## src/btqi_pkg.sv

```systemverilog
// shared constants and types of the button and trigger input qualifier
package btqi_pkg;

    localparam int BUTTON_COUNT  = 4;
    localparam int TRIGGER_COUNT = 2;
    localparam int SUPPLY_COUNT  = 4;
    localparam int DELAY_W       = 8;
    localparam int FAULT_W       = 16;
    localparam int CFG_INDEX_W   = 4;
    localparam int CFG_DATA_W    = 16;

    localparam logic [FAULT_W-1:0]      FAULT_MAX         = {FAULT_W{1'b1}};
    localparam logic [DELAY_W-1:0]      DEBOUNCE_RESET    = 8'd10;
    localparam logic [FAULT_W-1:0]      FAULT_LIMIT_RESET = 16'd1000;
    localparam logic [SUPPLY_COUNT-1:0] SUPPLY_RESET      = 4'b0011;

    localparam logic [CFG_INDEX_W-1:0] CFG_DEBOUNCE_DELAY = 4'd0;
    localparam logic [CFG_INDEX_W-1:0] CFG_FAULT_LIMIT    = 4'd1;

    typedef enum logic [1:0] {
        SUP_FOLLOW    = 2'd0,
        SUP_FORCE_ON  = 2'd1,
        SUP_FORCE_OFF = 2'd2,
        SUP_HOLD      = 2'd3
    } supply_mode_t;

    typedef struct packed {
        logic pressed;
        logic error;
    } trigger_status_t;

    typedef struct packed {
        logic [BUTTON_COUNT-1:0]  buttons_pressed;
        logic [TRIGGER_COUNT-1:0] trigger_pressed;
        logic [TRIGGER_COUNT-1:0] trigger_error;
        logic [SUPPLY_COUNT-1:0]  supply_enable;
    } btqi_result_t;

endpackage

```

## src/btqi_if.sv

```systemverilog
// input and output channel interfaces
interface btqi_in_if;
    import btqi_pkg::*;

    logic                       valid;
    logic                       ready;
    logic [BUTTON_COUNT-1:0]    button_pins;
    logic [2*TRIGGER_COUNT-1:0] trigger_pins;
    logic [SUPPLY_COUNT-1:0]    supply_request;
    logic [2*SUPPLY_COUNT-1:0]  supply_mode_sel;

    modport source (output valid, button_pins, trigger_pins, supply_request,
                    supply_mode_sel, input ready);
    modport sink (input valid, button_pins, trigger_pins, supply_request,
                  supply_mode_sel, output ready);
endinterface

interface btqi_out_if;
    import btqi_pkg::*;

    logic                     valid;
    logic                     ready;
    logic [BUTTON_COUNT-1:0]  buttons_pressed;
    logic [TRIGGER_COUNT-1:0] trigger_pressed;
    logic [TRIGGER_COUNT-1:0] trigger_error;
    logic [SUPPLY_COUNT-1:0]  supply_enable;

    modport source (output valid, buttons_pressed, trigger_pressed, trigger_error,
                    supply_enable, input ready);
    modport sink (input valid, buttons_pressed, trigger_pressed, trigger_error,
                  supply_enable, output ready);
endinterface

```

## src/btqi_button_lane.sv

```systemverilog
// debounce counter lane for one button pin
module btqi_button_lane (
    input  logic                        clk,
    input  logic                        rst_n,
    input  logic                        advance,
    input  logic                        pin,
    input  logic [btqi_pkg::DELAY_W-1:0] delay,
    output logic                        level
);
    import btqi_pkg::*;

    logic               level_reg;
    logic               level_next;
    logic [DELAY_W-1:0] count_reg;
    logic [DELAY_W-1:0] count_next;
    logic [DELAY_W-1:0] count_inc;

    always_comb
    begin
        // pins are active low: equal means disagreement
        count_inc  = (level_reg == pin) ? count_reg + DELAY_W'(1) : '0;
        level_next = level_reg;
        count_next = count_inc;
        if (count_inc >= delay)
        begin
            level_next = ~pin;
            count_next = '0;
        end
    end

    always_ff @(posedge clk or negedge rst_n)
    begin
        if (!rst_n)
        begin
            level_reg <= 1'b0;
            count_reg <= '0;
        end
        else if (advance)
        begin
            level_reg <= level_next;
            count_reg <= count_next;
        end
    end

    assign level = level_next;

endmodule

```

## src/btqi_trigger_lane.sv

```systemverilog
// contact pair check and fault counter lane for one trigger
module btqi_trigger_lane (
    input  logic                        clk,
    input  logic                        rst_n,
    input  logic                        advance,
    input  logic                        contact_a,
    input  logic                        contact_b,
    input  logic [btqi_pkg::FAULT_W-1:0] limit,
    output btqi_pkg::trigger_status_t    status
);
    import btqi_pkg::*;

    logic               pressed_reg;
    logic               pressed_next;
    logic               error_reg;
    logic               error_next;
    logic [FAULT_W-1:0] fault_reg;
    logic [FAULT_W-1:0] fault_next;

    always_comb
    begin
        pressed_next = pressed_reg;
        fault_next   = fault_reg;
        if (contact_a && !contact_b)
        begin
            pressed_next = 1'b0;
            fault_next   = '0;
        end
        else if (!contact_a && contact_b)
        begin
            pressed_next = 1'b1;
            fault_next   = '0;
        end
        else if (fault_reg != FAULT_MAX)
        begin
            fault_next = fault_reg + FAULT_W'(1);
        end

        error_next = error_reg;
        if (fault_next > limit)
            error_next = 1'b1;
        if (fault_next == '0)
            error_next = 1'b0;
    end

    always_ff @(posedge clk or negedge rst_n)
    begin
        if (!rst_n)
        begin
            pressed_reg <= 1'b0;
            error_reg   <= 1'b0;
            fault_reg   <= '0;
        end
        else if (advance)
        begin
            pressed_reg <= pressed_next;
            error_reg   <= error_next;
            fault_reg   <= fault_next;
        end
    end

    assign status.pressed = pressed_next;
    assign status.error   = error_next;

endmodule

```

## src/btqi_supply_lane.sv

```systemverilog
// override control lane for one supply output
module btqi_supply_lane (
    input  logic                   clk,
    input  logic                   rst_n,
    input  logic                   advance,
    input  logic                   reset_level,
    input  logic                   request,
    input  btqi_pkg::supply_mode_t mode,
    output logic                   level
);
    import btqi_pkg::*;

    logic level_reg;
    logic level_next;

    always_comb
    begin
        case (mode)
            SUP_FOLLOW:    level_next = request;
            SUP_FORCE_ON:  level_next = 1'b1;
            SUP_FORCE_OFF: level_next = 1'b0;
            SUP_HOLD:      level_next = level_reg;
            default:       level_next = level_reg;
        endcase
    end

    always_ff @(posedge clk or negedge rst_n)
    begin
        if (!rst_n)
            level_reg <= reset_level;
        else if (advance)
            level_reg <= level_next;
    end

    assign level = level_next;

endmodule

```

## src/btqi_merge.sv

```systemverilog
// merges lane results into the output register with a skid stage
module btqi_merge (
    input  logic                   clk,
    input  logic                   rst_n,
    input  logic                   push,
    input  btqi_pkg::btqi_result_t res,
    output logic                   ready,
    btqi_out_if.source             out_ch
);
    import btqi_pkg::*;

    logic         out_valid_reg;
    logic         out_valid_next;
    btqi_result_t out_data_reg;
    btqi_result_t out_data_next;
    logic         skid_valid_reg;
    logic         skid_valid_next;
    btqi_result_t skid_data_reg;
    btqi_result_t skid_data_next;
    logic         pop;

    assign pop = out_valid_reg && out_ch.ready;

    always_comb
    begin
        out_valid_next  = out_valid_reg;
        out_data_next   = out_data_reg;
        skid_valid_next = skid_valid_reg;
        skid_data_next  = skid_data_reg;
        if (skid_valid_reg)
        begin
            if (pop)
            begin
                out_data_next   = skid_data_reg;
                skid_valid_next = 1'b0;
            end
        end
        else if (push)
        begin
            if (!out_valid_reg || pop)
            begin
                out_valid_next = 1'b1;
                out_data_next  = res;
            end
            else
            begin
                skid_valid_next = 1'b1;
                skid_data_next  = res;
            end
        end
        else if (pop)
        begin
            out_valid_next = 1'b0;
        end
    end

    always_ff @(posedge clk or negedge rst_n)
    begin
        if (!rst_n)
        begin
            out_valid_reg  <= 1'b0;
            skid_valid_reg <= 1'b0;
        end
        else
        begin
            out_valid_reg  <= out_valid_next;
            skid_valid_reg <= skid_valid_next;
        end
    end

    always_ff @(posedge clk)
    begin
        out_data_reg  <= out_data_next;
        skid_data_reg <= skid_data_next;
    end

    assign ready                  = !skid_valid_reg;
    assign out_ch.valid           = out_valid_reg;
    assign out_ch.buttons_pressed = out_data_reg.buttons_pressed;
    assign out_ch.trigger_pressed = out_data_reg.trigger_pressed;
    assign out_ch.trigger_error   = out_data_reg.trigger_error;
    assign out_ch.supply_enable   = out_data_reg.supply_enable;

endmodule

```

## src/button_trigger_input_qualifier_core.sv

```systemverilog
// top level of the button and trigger input qualifier
//
// channel  dir  payload                                                    
// in_ch    in   button_pins, trigger_pins, supply_request, supply_mode_sel
// out_ch   out  buttons_pressed, trigger_pressed, trigger_error, supply_enable
// cfg      in   cfg_wr_en, cfg_index, cfg_data (0 debounce delay, 1 fault limit)
//
// one item per cycle while in_ch.ready is high; each result is registered
// every lane updates its state in the transfer cycle, so items follow back to back
// a skid stage behind the output register absorbs one result while out_ch stalls
// in_ch.ready drops only while both the output register and the skid stage are full
// reset clears button/trigger lanes, sets supply/cfg defaults; no clearing pass
module button_trigger_input_qualifier_core (
    input  logic                            clk,
    input  logic                            rst_n,
    input  logic                            cfg_wr_en,
    input  logic [btqi_pkg::CFG_INDEX_W-1:0] cfg_index,
    input  logic [btqi_pkg::CFG_DATA_W-1:0]  cfg_data,
    btqi_in_if.sink                         in_ch,
    btqi_out_if.source                      out_ch
);
    import btqi_pkg::*;

    logic [DELAY_W-1:0] debounce_delay_reg;
    logic [FAULT_W-1:0] fault_limit_reg;
    logic               advance;
    logic               merge_ready;
    btqi_result_t       res;
    trigger_status_t    trig_status [TRIGGER_COUNT];

    always_ff @(posedge clk or negedge rst_n)
    begin
        if (!rst_n)
        begin
            debounce_delay_reg <= DEBOUNCE_RESET;
            fault_limit_reg    <= FAULT_LIMIT_RESET;
        end
        else if (cfg_wr_en)
        begin
            if (cfg_index == CFG_DEBOUNCE_DELAY)
                debounce_delay_reg <= cfg_data[DELAY_W-1:0];
            else if (cfg_index == CFG_FAULT_LIMIT)
                fault_limit_reg <= cfg_data[FAULT_W-1:0];
        end
    end

    assign in_ch.ready = merge_ready;
    assign advance     = in_ch.valid && merge_ready;

    for (genvar i = 0; i < BUTTON_COUNT; i++)
    begin : g_button
        btqi_button_lane u_lane (
            .clk     (clk),
            .rst_n   (rst_n),
            .advance (advance),
            .pin     (in_ch.button_pins[i]),
            .delay   (debounce_delay_reg),
            .level   (res.buttons_pressed[i])
        );
    end

    for (genvar i = 0; i < TRIGGER_COUNT; i++)
    begin : g_trigger
        btqi_trigger_lane u_lane (
            .clk       (clk),
            .rst_n     (rst_n),
            .advance   (advance),
            .contact_a (in_ch.trigger_pins[2*i]),
            .contact_b (in_ch.trigger_pins[2*i+1]),
            .limit     (fault_limit_reg),
            .status    (trig_status[i])
        );
        assign res.trigger_pressed[i] = trig_status[i].pressed;
        assign res.trigger_error[i]   = trig_status[i].error;
    end

    for (genvar i = 0; i < SUPPLY_COUNT; i++)
    begin : g_supply
        btqi_supply_lane u_lane (
            .clk         (clk),
            .rst_n       (rst_n),
            .advance     (advance),
            .reset_level (SUPPLY_RESET[i]),
            .request     (in_ch.supply_request[i]),
            .mode        (supply_mode_t'(in_ch.supply_mode_sel[2*i +: 2])),
            .level       (res.supply_enable[i])
        );
    end

    btqi_merge u_merge (
        .clk    (clk),
        .rst_n  (rst_n),
        .push   (advance),
        .res    (res),
        .ready  (merge_ready),
        .out_ch (out_ch)
    );

endmodule

```

## src/flat_wrapper.sv

```systemverilog
// flat-port wrapper written by rule: the top's interface ports become plain ports
module button_trigger_input_qualifier_core_flat import btqi_pkg::*;
  (clk, rst_n, cfg_wr_en, cfg_index, cfg_data, in_ch_valid, in_ch_button_pins, in_ch_trigger_pins, in_ch_supply_request, in_ch_supply_mode_sel, in_ch_ready, out_ch_valid, out_ch_buttons_pressed, out_ch_trigger_pressed, out_ch_trigger_error, out_ch_supply_enable, out_ch_ready);
  btqi_in_if in_ch_i ();
  btqi_out_if out_ch_i ();
  input  logic clk;
  input  logic rst_n;
  input  logic cfg_wr_en;
  input  logic [btqi_pkg::CFG_INDEX_W-1:0] cfg_index;
  input  logic [btqi_pkg::CFG_DATA_W-1:0] cfg_data;
  input wire logic [$bits(in_ch_i.valid)-1:0] in_ch_valid;
  input wire logic [$bits(in_ch_i.button_pins)-1:0] in_ch_button_pins;
  input wire logic [$bits(in_ch_i.trigger_pins)-1:0] in_ch_trigger_pins;
  input wire logic [$bits(in_ch_i.supply_request)-1:0] in_ch_supply_request;
  input wire logic [$bits(in_ch_i.supply_mode_sel)-1:0] in_ch_supply_mode_sel;
  output wire logic [$bits(in_ch_i.ready)-1:0] in_ch_ready;
  output wire logic [$bits(out_ch_i.valid)-1:0] out_ch_valid;
  output wire logic [$bits(out_ch_i.buttons_pressed)-1:0] out_ch_buttons_pressed;
  output wire logic [$bits(out_ch_i.trigger_pressed)-1:0] out_ch_trigger_pressed;
  output wire logic [$bits(out_ch_i.trigger_error)-1:0] out_ch_trigger_error;
  output wire logic [$bits(out_ch_i.supply_enable)-1:0] out_ch_supply_enable;
  input wire logic [$bits(out_ch_i.ready)-1:0] out_ch_ready;
  assign in_ch_i.valid = in_ch_valid;
  assign in_ch_i.button_pins = in_ch_button_pins;
  assign in_ch_i.trigger_pins = in_ch_trigger_pins;
  assign in_ch_i.supply_request = in_ch_supply_request;
  assign in_ch_i.supply_mode_sel = in_ch_supply_mode_sel;
  assign in_ch_ready = in_ch_i.ready;
  assign out_ch_valid = out_ch_i.valid;
  assign out_ch_buttons_pressed = out_ch_i.buttons_pressed;
  assign out_ch_trigger_pressed = out_ch_i.trigger_pressed;
  assign out_ch_trigger_error = out_ch_i.trigger_error;
  assign out_ch_supply_enable = out_ch_i.supply_enable;
  assign out_ch_i.ready = out_ch_ready;
  button_trigger_input_qualifier_core u_core (.clk(clk), .rst_n(rst_n), .cfg_wr_en(cfg_wr_en), .cfg_index(cfg_index), .cfg_data(cfg_data), .in_ch(in_ch_i), .out_ch(out_ch_i));
endmodule
```

## config.mk

```make
export PLATFORM = sky130hd
export DESIGN_NAME = button_trigger_input_qualifier_core_flat
export DESIGN_NICKNAME = d
export VERILOG_FILES = /design/src/btqi_pkg.sv /design/src/btqi_if.sv /design/src/btqi_button_lane.sv /design/src/btqi_trigger_lane.sv /design/src/btqi_supply_lane.sv /design/src/btqi_merge.sv /design/src/button_trigger_input_qualifier_core.sv /design/src/flat_wrapper.sv
export SDC_FILE = /design/constraint.sdc
export NUM_CORES = 1
export LEC_CHECK = 0
export BUFFER_PORTS_ARGS = -buffer_cell sky130_fd_sc_hd__buf_2
export CAP_MARGIN = 20
export CELL_PAD_IN_SITES_DETAIL_PLACEMENT = 0
export CELL_PAD_IN_SITES_GLOBAL_PLACEMENT = 2
export CORE_MARGIN = 3
export CORE_UTILIZATION = 33
export DETAILED_ROUTE_END_ITERATION = 10
export PLACE_DENSITY_LB_ADDON = 0.15
export SLEW_MARGIN = 15
export SYNTH_ARGS = -nofsm -noshare
export SYNTH_HDL_FRONTEND = slang
export SYNTH_SLANG_ARGS = --single-unit
export TNS_END_PERCENT = 100
```

## constraint.sdc

```tcl
create_clock -name clk -period 4.8 [get_ports clk]
set_input_delay 1.44 -clock clk [delete_from_list [all_inputs] [get_ports clk]]
set_output_delay 1.44 -clock clk [all_outputs]
set_load 0.03 [all_outputs]
```

## Word-level counts from Yosys, hierarchy flattened

Cells that the tools add are included.

- Multiplexer cells: 41
- Multipliers: 0
- Order comparisons: 6
- Equal/unequal tests: 21
- Divide/modulo/power cells: 0
- Shifts and indexed selects: 0
- Bitwise logic cells: 7
- Reductions and logical operators: 28
- Add/sub/neg operators: 6

Operator list:

| operator | count |
|---|---|
| 2-to-1 mux 16 bit | 6 |
| 2-to-1 mux 8 bit | 8 |
| 2-to-1 mux 12 bit | 4 |
| adder 16 x 1 -> 16 bit, second input constant | 2 |
| adder 8 x 1 -> 8 bit, second input constant | 4 |
| >= comparator 8 bit | 4 |
| greater-than comparator 16 bit | 2 |
| logical NOT 16 bit | 2 |
| != test 16 bit, second input constant | 2 |
| 2-to-1 mux 1 bit | 19 |
| equality test 2 bit, second input constant | 8 |
| case mux 1 bit (4 select lines) | 4 |
| AND reduction 3 bit | 4 |
| equality test 2 x 1 -> 1 bit, second input constant | 4 |
| logical NOT 2 bit | 4 |
| inverter 1 bit | 7 |
| logical AND 1 bit | 6 |
| logical NOT 1 bit | 6 |
| nonzero test 2 bit | 3 |
| equality test 1 bit | 4 |
| equality test 4 x 1 -> 1 bit, second input constant | 1 |
| logical NOT 4 bit | 1 |
| != test 2 x 1 -> 1 bit, second input constant | 1 |
| != test 2 bit, second input constant | 1 |
| other kinds (2) | 2 |

- Bits in read-only memories: 0
- Logic and storage cells: 139
- RAM bits: 0
- Bits of input ports: 45
- Latch bits: 0
- Bits in registers: 126
- Memories: 0

## Longest topological paths before layout

Gate-level depths: netlist of run 1.

- Word-level depth: 10
- Mapped depth: 15
- Depth with buffers taken out: 14

## Worst setup path after synthesis of run 1

Ideal clock, no wire load.

- Kind: input -> register
- Start point: input in_ch_trigger_pins[3]
- End point: register u_core.u_merge.out_data_reg, in the netlist u_core.u_merge.out_ch.trigger_error[1] (data pin)
- Path buffers: 1
- Slack: 0.990 ns
- Cell stages on the path: 11
- Data arrival time: 3.540 ns
- Setup time: 0.269 ns
- Cells stage by stage: xor2_1 -> clkbuf_1 -> a21oi_1 -> ha_1 -> and3_1 -> nand4_1 -> a21oi_1 -> a2111oi_0 -> o21ai_0 -> o32ai_1 -> o31ai_1

RTL lines:

| element | line | source |
|---|---|---|
| from (decl) | flat_wrapper.sv:13 | `input wire logic [$bits(in_ch_i.trigger_pins)-1:0] in_ch_trigger_pins;` |
| to (signal assigned) | btqi_merge.sv:73 | `out_data_reg <= out_data_next;` |
| to (decl) | btqi_merge.sv:14 | `btqi_result_t out_data_reg;` |

==> results of run 1 <==
-- layout make-up --
| cell class | count | share of cell area (%) |
|---|---|---|
| tap | 324 | 4.29 |
| inverter | 55 | 2.19 |
| clock buffer | 19 | 4.58 |
| multi-input combinational | 664 | 47.9 |
| clock inverter | 13 | 2.05 |
| sequential | 126 | 34.8 |
| timing repair buffer | 72 | 4.21 |
-- Yosys cell counts (21+ instances only) --
cell	number	area (um2)
sky130_fd_sc_hd__a21o_1	21	158
sky130_fd_sc_hd__a21oi_1	28	140
sky130_fd_sc_hd__clkbuf_1	31	116
sky130_fd_sc_hd__dfrtp_1	92	2300
sky130_fd_sc_hd__edfxtp_1	24	721
sky130_fd_sc_hd__ha_1	70	876
sky130_fd_sc_hd__inv_1	54	203
sky130_fd_sc_hd__mux2_2	28	315
sky130_fd_sc_hd__nand2_1	124	465
sky130_fd_sc_hd__nand3_1	31	155
sky130_fd_sc_hd__nor2_1	72	270
sky130_fd_sc_hd__o21ai_0	45	225
sky130_fd_sc_hd__o41ai_1	29	254
sky130_fd_sc_hd__xor2_1	31	272
-- per-stage QoR --
stage	hold WS (ns)	area, um2
final	0.479	9450
after global routing	0.507	9450
after CTS	0.484	9450
after detailed placement	0.471	8820
after global placement	0.462	8820
after floorplan	0.444	8230
-- per-layer routing --
layer / global-route usage, % / share of wire [%] / vias to the layer above
met1: 22.0 / 48 / 2990
met3: 3.13 / 2.7 / 22
met5: 0 / 0 / -
met2: 27.4 / 47 / 89
li1: - / - / 3299
met4: 4.84 / 1.7 / 0
-- critical path, delay by kind of cell, from the launching register on --
family                     cells  cell delay (ns)
adders and majority gates      1             0.28
xor gates and xnor gates       1             0.17
DFF                            1             0.53
AOI/OAI and AO/OA              6             1.13
and+or+nand+nor                5             1.48
-- power groups by stage --
stage | registers (mW) | logic [mW] | clock network (mW)
after floorplan | 1.57 | 0.877 | 0
after global placement | 1.56 | 1.31 | 0
after detailed placement | 1.56 | 1.31 | 0
after CTS | 1.54 | 1.32 | 1.45
after global routing | 1.58 | 1.49 | 1.49
final | 1.54 | 1.29 | 1.40
-- path summary, 6_finish.rpt --
| check | startpoint | endpoint | slack (ns) | cells after the start |
|---|---|---|---|---|
| worst max register to register | u_core.g_trigger[1].u_lane.fault_reg[9] | u_core.u_merge.out_ch.trigger_error[1] | 0.93 | 13 |
| worst min-delay path | u_core.g_supply[2].u_lane.level_reg | u_core.g_supply[2].u_lane.level_reg | 0.48 | 2 |
| min in group asynchronous | rst_n | u_core.g_trigger[0].u_lane.fault_reg[13] | 1.09 | 1 |
| worst max-delay path | u_core.g_trigger[1].u_lane.fault_reg[9] | u_core.u_merge.out_ch.trigger_error[1] | 0.93 | 13 |
| worst min register to register | u_core.g_supply[2].u_lane.level_reg | u_core.g_supply[2].u_lane.level_reg | 0.48 | 2 |
| max in group asynchronous | rst_n | u_core.g_supply[1].u_lane.level_reg | 2.83 | 2 |
-- logic make-up after synthesis --
family	count (synthesis)	synth area share, %
AND/OR/NAND/NOR	314	18.1
AO/OA/AOI/OAI	196	16.2
flip-flops	126	39.9
buffers and inverters	101	5.32
adder cells (fa/ha/maj)	70	10.6
XOR/XNOR	50	5.32
multiplexers	34	4.56
==> parameters.txt, run 1 <==
Parameter                              Value

STA
  Pins Over Slew Limit ... 0
  RSZ-0062 raised after global routing ... no
  Total negative slack ... 0 ns
  Max-Slew Margin vs Limit ... 33.2%
  Highest clock frequency the design can meet ... 0.258 GHz
  Final setup fails ... 0
  Worst clock skew on the final layout ... 0.0169 ns
  Transition time of the tightest slew-check pin ... 1.00 ns
  Final Hold Vio Count ... 0
  Clock period minus final worst setup slack ... 3.87 ns
  Final clock period utilization by the worst path ... about four fifths
  Minimum setup slack in the final design ... between 0.9 and 1 ns

Pwr
  Net switching power ... 1.49 mW
  Design internal power ... 2.74 mW
  Clk network pwr share ... 33.2%
  PwrDens ... 448 mW/mm2
  Switching share of power ... 35.3%
  Power share of the sequential group ... 36.4%
  Share of total power in combinational logic ... 30.4%
  Total power of the final layout ... approximately 4.2 mW
  Maximum vdd ir drop ... 0.000177 V
  Static leakage ... 4.37 nW

Synthesis
  Share of synthesized area occupied by flip-flops and latches ... between 30% and 40%
  Predominant post-synthesis flop cell ... sky130_fd_sc_hd__dfrtp_1
  Synthesized cell area ... 0.00823 mm2
  Count of flip-flops with a built-in enable after synthesis ... 24
  Cells after Synth ... 891
  Net count of the mapped netlist ... 1006
  Post-synthesis area per instance ... 9.24 um2
  FF+latch count, synth ... 126
  Proportion of register bits with asynchronous set or reset after synthesis ... between 80% and 90%
  Synth unique cells ... 62
  YS warnings ... 0

Global route
  Number of global-route vias before repair ... 6438
  Total congestion overflow after global routing ... 0
  Wire length of the first global-routing pass ... roughly 35000 um
  Number of antenna violations at the first check in global routing ... 0
  All-layer global routing usage ... 16.5%
  Pin count of the biggest net entering global routing ... 96

Cells and area
  Multi-input gate area in the final layout ... roughly 0.0045 mm2
  Leading cell type in the layout, fill and taps excluded ... sky130_fd_sc_hd__nand2_1
  Layout area overhead ... 14.7%
  Ratio of cells with drive above 1 in the final layout ... 16.4%
  Number of diodes added for antenna fixing ... 0
  Commonest cells after routing, fill and taps aside ... sky130_fd_sc_hd__nand2_1 (124), sky130_fd_sc_hd__dfrtp_1 (92), sky130_fd_sc_hd__nor2_1 (72), sky130_fd_sc_hd__ha_1 (70), sky130_fd_sc_hd__buf_2 (57)
  FILL cells ... 2480
  Fin util ... 38.7%
  Nets ... 1051
  Non-filler cells, final ... 1273
  Register Area ... 0.00329 mm2

Clock network
  Clk sink count ... 126
  H-tree lvl count ... 4
  Number of gates resized after cts ... 0
  Number of buffers added by the clock tree synthesis step ... 17
  CTS root buffer ... sky130_fd_sc_hd__clkbuf_16
  CTS tree ... done
  Clock slew seen by the registers of the worst setup and hold paths ... about 0.060 ns
  Post-CTS Hold Buffers ... 0
  Maximum clock path buffer count ... 2
  Clock latency of the later-clocked register in the worst-skew pair ... roughly 0.42 ns
  Post-CTS repair timing setup buffer count ... 0

Flow run
  Reported max-cap violation count ... 0

Placement
  Cell total after placement ... 1241
  Routability-driven placement congestion ratio ... 0.815
  Port buffer count ... 58
  Post-detail-place hpwl ... 15400 um
  Worst slack after detailed placement ... 0.695 ns

Route
  Overall routed net length ... about 21000 um
  Number of remaining DRC errors ... 0
  Avg WL per Cell ... 16.6 um
  Antenna Violating Nets Remaining ... 0
  Length of the first detailed-routing pass in iterations ... 5
  Number of vias after detailed routing ... 6400
  Number of vias per cell after detailed routing ... 5.03
  Initial detailed-routing violation count ... 309

Floorplan
  Number of standard-cell rows in the floorplan ... 57
  Number of placed I/O pins ... 59
  DIE WIDTH ... 164 um
  Vertical extent of the die ... around 160 um
  Initial Utilization ... 33.8%
  Core outline area ... approximately 0.024 mm2
  Full die area ... 0.0269 mm2

Setup path
  Stage delay of the slowest cell on the critical path ... 0.70 ns
  Type of element launching the critical path ... flop
  Data arrival, critical path ... 4.01 ns
  Worst Path Max Fanout ... 9
  Critical path's slowest cell ... sky130_fd_sc_hd__nor4_1
  Worst setup path category ... reg2reg
  Worst Setup End Kind ... flop
  Crit-path cells ... nand4_1 > nor4_1 > nand3_1 > xor2_1 > a21oi_1 > ha_1 > and3_1 > nand4_1 > a21oi_1 > a2111oi_0 > o21ai_0 > o32ai_1 > o31ai_1
  Endpoint required time on the critical path ... 4.94 ns

Run status
  Outcome ... finished clean

Hold path
  Type of the worst min-delay path ... reg2reg
No activity file was read; power rests on OpenSTA's default activity.
==> inputs of run 2 (changes only) <==
--- a/config.mk
+++ b/config.mk
@@ -5,6 +5,7 @@
 export SDC_FILE = /design/constraint.sdc
 export NUM_CORES = 1
 export LEC_CHECK = 0
+export ABC_AREA = 1
 export BUFFER_PORTS_ARGS = -buffer_cell sky130_fd_sc_hd__buf_2
 export CAP_MARGIN = 20
 export CELL_PAD_IN_SITES_DETAIL_PLACEMENT = 0
==> constraint.sdc (replaced) <==
create_clock -name clk -period 4 [get_ports clk]
set_input_delay 1.2 -clock clk [delete_from_list [all_inputs] [get_ports clk]]
set_output_delay 1.2 -clock clk [all_outputs]
set_load 0.03 [all_outputs]
==> run 2 against run 1 <==
Compared with the run above:
- die area grew 1.9%
- sequential power grew 16%
- power grew 17%
- first-iteration DRC count grew 37%
- non-clock buffer count grew 1
- wire length grew 8.0%
- design area grew 2.4%
- clock-buffer cell count shrank 2
- synthesized area grew 1.9%
- clock skew shrank 0.0053 ns
- largest power group unchanged
==> parameters.txt, run 2 <==
Parameter                              Value

Run status
  Outcome ... finished clean

Floorplan
  Vertical extent of the die ... 165 um
  Number of standard-cell rows in the floorplan ... 57
  Core outline area ... 0.0247 mm2
  Number of placed I/O pins ... 59
  DIE WIDTH ... 165 um
  Initial Utilization ... 34.0%
  Full die area ... 0.0274 mm2

Setup path
  Data arrival, critical path ... between 3 and 4 ns
  Worst Setup End Kind ... flop
  FF-to-FF setup slack ... 1.00 ns
  Type of element launching the critical path ... input port
  Worst reg2reg startpoint ... u_core.g_trigger[1].u_lane.fault_reg[1]
  Worst setup path category ... in2reg
  Worst setup path endpoint ... u_core.u_merge.out_ch.buttons_pressed[2]
  Worst setup path startpoint ... in_ch_button_pins[2]
  Worst Path Max Fanout ... 5
  Worst reg-to-reg path cell count ... 15
  Capture point of the worst reg-to-reg path ... u_core.u_merge.skid_data_reg[5]
  Endpoint required time on the critical path ... 4.16 ns

Synthesis
  Post-synthesis area per instance ... 7.28 um2
  YS warnings ... 0
  Dominant cells by area after synthesis ... sky130_fd_sc_hd__dfrtp_1 (27%), sky130_fd_sc_hd__nand2_1 (13%), sky130_fd_sc_hd__ha_1 (10%), sky130_fd_sc_hd__edfxtp_1 (8.6%), sky130_fd_sc_hd__inv_1 (8.5%)
  Leading area contributor after synthesis ... sky130_fd_sc_hd__dfrtp_1
  Count of flip-flops with a built-in enable after synthesis ... 24
  Count leader, synth ... sky130_fd_sc_hd__nand2_1
  FF+latch count, synth ... ~130
  Ranking of synthesized cells by instance count ... sky130_fd_sc_hd__nand2_1 (294), sky130_fd_sc_hd__inv_1 (190), sky130_fd_sc_hd__o21ai_0 (109)
  Synth unique cells ... 34
  Net count of the mapped netlist ... 1267
  Area fraction of the dominant cell type after synthesis ... 27.4%
  Cells after Synth ... 1152
  Synthesized cell area ... 0.00839 mm2
  Proportion of register bits with asynchronous set or reset after synthesis ... 81.0%
  Predominant post-synthesis flop cell ... sky130_fd_sc_hd__dfrtp_1
  Share of synthesized area occupied by flip-flops and latches ... about two fifths

Placement
  Post-detail-place hpwl ... 17100 um
  Routability-driven placement congestion ratio ... 0.808
  Port buffer count ... 58
  Cell total after placement ... roughly 1500

STA
  Worst clock skew on the final layout ... 0.0116 ns
  Highest clock frequency the design can meet ... approximately 0.31 GHz
  Total negative slack ... 0 ns
  Max-Slew Margin vs Limit ... 42.4%
  Final Hold Vio Count ... 0
  Final setup fails ... 0
  Final clock period utilization by the worst path ... 80.7%
  Clock period minus final worst setup slack ... 3.23 ns
  Transition time of the tightest slew-check pin ... about 0.86 ns
  Pins Over Slew Limit ... 0
  RSZ-0062 raised after global routing ... no

Cells and area
  Number of diodes added for antenna fixing ... 0
  Leading cell type in the layout, fill and taps excluded ... sky130_fd_sc_hd__nand2_1
  Commonest cells after routing, fill and taps aside ... sky130_fd_sc_hd__nand2_1 (293), sky130_fd_sc_hd__inv_1 (190), sky130_fd_sc_hd__o21ai_0 (109), sky130_fd_sc_hd__dfrtp_1 (92), sky130_fd_sc_hd__nand3_1 (90)
  Ratio of cells with drive above 1 in the final layout ... 11.7%
  Layout area overhead ... 15.3%
  Nets ... 1334
  Non-filler cells, final ... between 1500 and 2000

Pwr
  Maximum vdd ir drop ... 0.000485 V
  Net switching power ... 1.91 mW
  PwrDens ... 513 mW/mm2
  Share of total power in combinational logic ... 32.8%
  Static leakage ... about 5 nW
  Clk network pwr share ... a little under a third
  Design internal power ... 3.05 mW
  Switching share of power ... 38.5%
  Power share of the sequential group ... 36.2%

Hold path
  Type of the worst min-delay path ... reg2reg
  Hold Path Cell Cnt ... 2

Route
  Antenna Violating Nets Remaining ... 0
  Length of the first detailed-routing pass in iterations ... 7
  Avg WL per Cell ... around 15 um
  Overall routed net length ... ~23000 um
  Number of vias per cell after detailed routing ... roughly 4.7
  Number of remaining DRC errors ... 0
  Initial detailed-routing violation count ... about 420
  Number of vias after detailed routing ... 7328

Clock network
  Number of buffers added by the clock tree synthesis step ... 17
  CTS tree ... done
  Clock slew seen by the registers of the worst setup and hold paths ... 0.06 ns
  Clock latency of the later-clocked register in the worst-skew pair ... between 0.4 and 0.5 ns
  Maximum clock path buffer count ... 2
  H-tree lvl count ... 4
  Number of gates resized after cts ... 0
  CTS root buffer ... sky130_fd_sc_hd__clkbuf_16
  Post-CTS Hold Buffers ... 0
  Post-CTS repair timing setup buffer count ... 0
  Clk sink count ... between 100 and 150

Global route
  Number of global-route vias before repair ... 7104
  Total congestion overflow after global routing ... 0
  Pin count of the biggest net entering global routing ... 86
  Wire length of the first global-routing pass ... 37400 um
  All-layer global routing usage ... 17.6%
  Number of antenna violations at the first check in global routing ... 0

Flow run
  Reported max-cap violation count ... 0
==> run 2: logic make-up after synthesis <==
family	synth area share [%]
xor+xnor	0.418
compound gates	12.1
buf+inv	10.2
flops	39.2
simple gates	27.7
fa+ha+maj	10.4
==> run 2: area by class of cell <==
class / instances / area (um2)
fill: 2670 / 15000
multi-input combinational: 804 / 4250
sequential: 126 / 3290
inverter: 197 / 739
clock buffer: 17 / 425
timing repair buffer: 73 / 418
tap: 324 / 405
clock inverter: 15 / 146
==> run 2: how the worst min path moves through the flow <==
stage	start	end	slack, ns
2_1_floorplan	u_core.g_trigger[0].u_lane.error_reg	u_core.g_trigger[0].u_lane.error_reg	0.45
4_1_cts	u_core.debounce_delay_reg[2]	u_core.debounce_delay_reg[2]	0.49
3_3_place_gp	u_core.debounce_delay_reg[2]	u_core.debounce_delay_reg[2]	0.47
5_1_grt	u_core.debounce_delay_reg[4]	u_core.debounce_delay_reg[4]	0.51
3_5_place_dp	u_core.debounce_delay_reg[4]	u_core.debounce_delay_reg[4]	0.47
6_report	u_core.debounce_delay_reg[4]	u_core.debounce_delay_reg[4]	0.49
==> run 2: metal layers <==
layer	wire length, um	vias to the layer above	track usage (%)
li1	-	3891	-
met1	12300	3304	26.2
met2	9580	115	26.6
met3	781	18	2.87
met4	218	0	3.97
met5	0	-	0
==> run 2: power groups by stage <==
| stage | logic [mW] | clock network (mW) | registers (mW) |
|---|---|---|---|
| global placement | 1.64 | 0 | 1.82 |
| detailed placement | 1.64 | 0 | 1.82 |
| floorplan | 1.04 | 0 | 1.89 |
| global route | 1.89 | 1.65 | 1.83 |
| CTS | 1.65 | 1.59 | 1.80 |
| finish | 1.63 | 1.54 | 1.79 |
==> run 2: through the flow <==
step / power [mW] / area [um2] / utilization, % / setup WS, ns / hold WS, ns
finish: 4.96 / 9670 / 39.2 / 0.771 / 0.485
global route: 5.37 / 9670 / 39.2 / 0.494 / 0.507
CTS: 5.04 / 9670 / 39.2 / 0.803 / 0.489
detailed placement: 3.46 / 9100 / 36.9 / 0.320 / 0.474
global placement: 3.45 / 9100 / 36.9 / 0.402 / 0.467
floorplan: 2.93 / 8390 / - / 0.814 / 0.451
==> run 2: critical path: stages <==
cell and delay (ns):
sky130_fd_sc_hd__buf_2 0.11, sky130_fd_sc_hd__or2_2 0.28, sky130_fd_sc_hd__nand2_1 0.15, sky130_fd_sc_hd__inv_1 0.13, sky130_fd_sc_hd__nand2_1 0.11, sky130_fd_sc_hd__nor2_1 0.05, sky130_fd_sc_hd__ha_1 0.29, sky130_fd_sc_hd__nand2_1 0.08
sky130_fd_sc_hd__nor2_1 0.05, sky130_fd_sc_hd__a211oi_1 0.24, sky130_fd_sc_hd__nand3_1 0.27, sky130_fd_sc_hd__o21ai_0 0.32, sky130_fd_sc_hd__o21ai_0 0.11
==> inputs of run 3 (changes only) <==
==> constraint.sdc (replaced) <==
create_clock -name clk -period 3.21 [get_ports clk]
set_input_delay 0.963 -clock clk [delete_from_list [all_inputs] [get_ports clk]]
set_output_delay 0.963 -clock clk [all_outputs]
set_load 0.03 [all_outputs]
==> run 3 against run 2 <==
Compared with the run above:
- core utilization up 1.6 points
- sequential share of layout area down 1.4 points
- design area up 4.2%
- non-clock buffer count up 44
- clock-buffer cell count unchanged
- global-route usage down 0.12 points
- setup slack worse by 0.47 ns
- sequential power up 24%
- critical endpoint is now u_core.u_merge.out_ch.buttons_pressed[1]
- largest cell class unchanged
==> parameters.txt, run 3 (same netlist as run 2, synthesis figures left out) <==
Parameter                              Value

Clock network
  CTS root buffer ... sky130_fd_sc_hd__clkbuf_16
  Number of buffers added by the clock tree synthesis step ... 17
  Clk sink count ... ~130
  Clock latency of the later-clocked register in the worst-skew pair ... 0.42 ns
  H-tree lvl count ... 4
  Clock slew seen by the registers of the worst setup and hold paths ... 0.07 ns
  Maximum clock path buffer count ... 2
  CTS tree ... done

Floorplan
  Core outline area ... 0.0247 mm2
  Number of placed I/O pins ... 59
  Number of standard-cell rows in the floorplan ... 57
  DIE WIDTH ... approximately 170 um
  Vertical extent of the die ... 165 um
  Initial Utilization ... 34.0%
  Full die area ... 0.0274 mm2

Cells and area
  Non-filler cells, final ... 1600
  Register Area ... 0.00329 mm2
  Nets ... 1378
  Multi-input gate area in the final layout ... about 0.0043 mm2
  Commonest cells after routing, fill and taps aside ... sky130_fd_sc_hd__nand2_1 (293), sky130_fd_sc_hd__inv_1 (190), sky130_fd_sc_hd__o21ai_0 (107), sky130_fd_sc_hd__dfrtp_1 (92), sky130_fd_sc_hd__nand3_1 (88)
  FILL cells ... 2712
  Number of diodes added for antenna fixing ... 0
  Layout area overhead ... 20.1%
  Leading cell type in the layout, fill and taps excluded ... sky130_fd_sc_hd__nand2_1
  Ratio of cells with drive above 1 in the final layout ... between 10% and 20%

STA
  RSZ-0062 raised after global routing ... no
  Final clock period utilization by the worst path ... 90.5%
  Final Hold Vio Count ... 0
  Post-Route Hold Slack ... 0.483 ns
  Final setup fails ... 0
  Minimum setup slack in the final design ... 0.306 ns
  Max-Slew Margin vs Limit ... 43.8%
  Total negative slack ... 0 ns
  Clock period minus final worst setup slack ... about 2.9 ns
  Worst clock skew on the final layout ... 0.0136 ns
  Transition time of the tightest slew-check pin ... 0.842 ns
  Pins Over Slew Limit ... 0
  Highest clock frequency the design can meet ... 0.344 GHz

Setup path
  Type of element launching the critical path ... input port
  FF-to-FF setup slack ... 0.31 ns
  Worst Setup End Kind ... flop
  Worst Path Max Fanout ... 4
  Crit-path cells ... buf_2 > or2_2 > nand2_1 > inv_1 > nand2_1 > nor2_1 > ha_1 > nand2_1 > nor2_1 > a211oi_1 > nand3_1 > o21ai_0 > o21ai_0
  Number of buffer and inverter instances along the worst setup path ... 2
  Most used cell along the critical path ... sky130_fd_sc_hd__nand2_1
  Data arrival, critical path ... 3.07 ns
  Worst setup path category ... in2reg
  Critical path's slowest cell ... sky130_fd_sc_hd__o21ai_0
  Stage delay of the slowest cell on the critical path ... between 0.3 and 0.4 ns
  Cell family contributing the most delay on the critical path ... simple AND/OR/NAND/NOR gates
  Endpoint required time on the critical path ... 3.37 ns

Pwr
  Maximum vdd ir drop ... 0.000411 V
  Static leakage ... between 5 and 6 nW
  PwrDens ... 636 mW/mm2

Global route
  All-layer global routing usage ... 17.4%
  Pin count of the biggest net entering global routing ... 86
  Number of antenna violations at the first check in global routing ... 0
  Wire length of the first global-routing pass ... 37700 um
  Number of global-route vias before repair ... 7313
  Total congestion overflow after global routing ... 0

Flow run
  Reported max-cap violation count ... 0

Route
  Initial detailed-routing violation count ... slightly below 400
  Number of vias after detailed routing ... approximately 7500
  Avg WL per Cell ... 14.1 um
  Number of remaining DRC errors ... 0
  Overall routed net length ... 22600 um
  Antenna Violating Nets Remaining ... 0
  Length of the first detailed-routing pass in iterations ... 5
  Number of vias per cell after detailed routing ... 4.72

Placement
  Cell total after placement ... 1565
  Post-detail-place hpwl ... approximately 17000 um
  Worst slack after detailed placement ... -0.114 ns
  Port buffer count ... 58
  Routability-driven placement congestion ratio ... 0.801

Run status
  Outcome ... finished clean

Hold path
  Type of the worst min-delay path ... reg2reg
[run 3: cell type report]
class	count	share of cell area, %
repair buffers	117	7.42
inverters	197	7.34
well taps	324	4.02
flip-flops and latches	126	32.6
multi-input cells	804	42.7
clock inverters	15	1.64
clock buffers	17	4.22
[run 3: through the flow]
stage | instance area, um2 | total power, mW | util, %
3_5_place_dp | 9410 | 4.45 | 38.1
3_3_place_gp | 9410 | 4.44 | 38.1
6_report | 10100 | 6.40 | 40.8
2_1_floorplan | 8390 | 3.65 | -
4_1_cts | 10000 | 6.47 | 40.5
5_1_grt | 10100 | 6.94 | 40.8
[run 3: power by group]
group	total (mW)	leakage [nW]	internal, mW	switching [mW]
clock network	1.98	0.287	1.11	0.867
registers	2.22	1.56	2.03	0.187
logic	2.21	3.39	0.798	1.41
total	6.40	5.23	3.94	2.46
[run 3: tightest hold or removal path: cells and delay by family (launching register included)]
family           cells  cell delay [ns]
AND/OR/NAND/NOR      1             0.05
flip-flops           1             0.34
AO/OA/AOI/OAI        1             0.06
[run 3: worst paths after layout]
check,from,to,depth (start not counted)
hold / removal,u_core.debounce_delay_reg[4],u_core.debounce_delay_reg[4],2
setup reg to reg,u_core.g_trigger[0].u_lane.fault_reg[0],u_core.u_merge.skid_data_reg[4],16
max in group asynchronous,rst_n,u_core.g_supply[1].u_lane.level_reg,2
setup / recovery,in_ch_button_pins[1],u_core.u_merge.out_ch.buttons_pressed[1],13
hold reg to reg,u_core.debounce_delay_reg[4],u_core.debounce_delay_reg[4],2
min in group asynchronous,rst_n,u_core.g_trigger[0].u_lane.fault_reg[13],1
[run 3: what timing repair did]
action,CTS,global route
resized for setup,0,15
endpoints found under the setup margin,0,7
setup buffers,0,3
hold buffers,0,0
[run 3: per-layer routing]
layer	track usage [%]	share of wire, %	up-vias
met1	25.5	54	3438
met2	26.7	43	102
li1	-	-	3992
met4	4.23	0.80	0
met5	0	0	-
met3	3.07	3.1	14
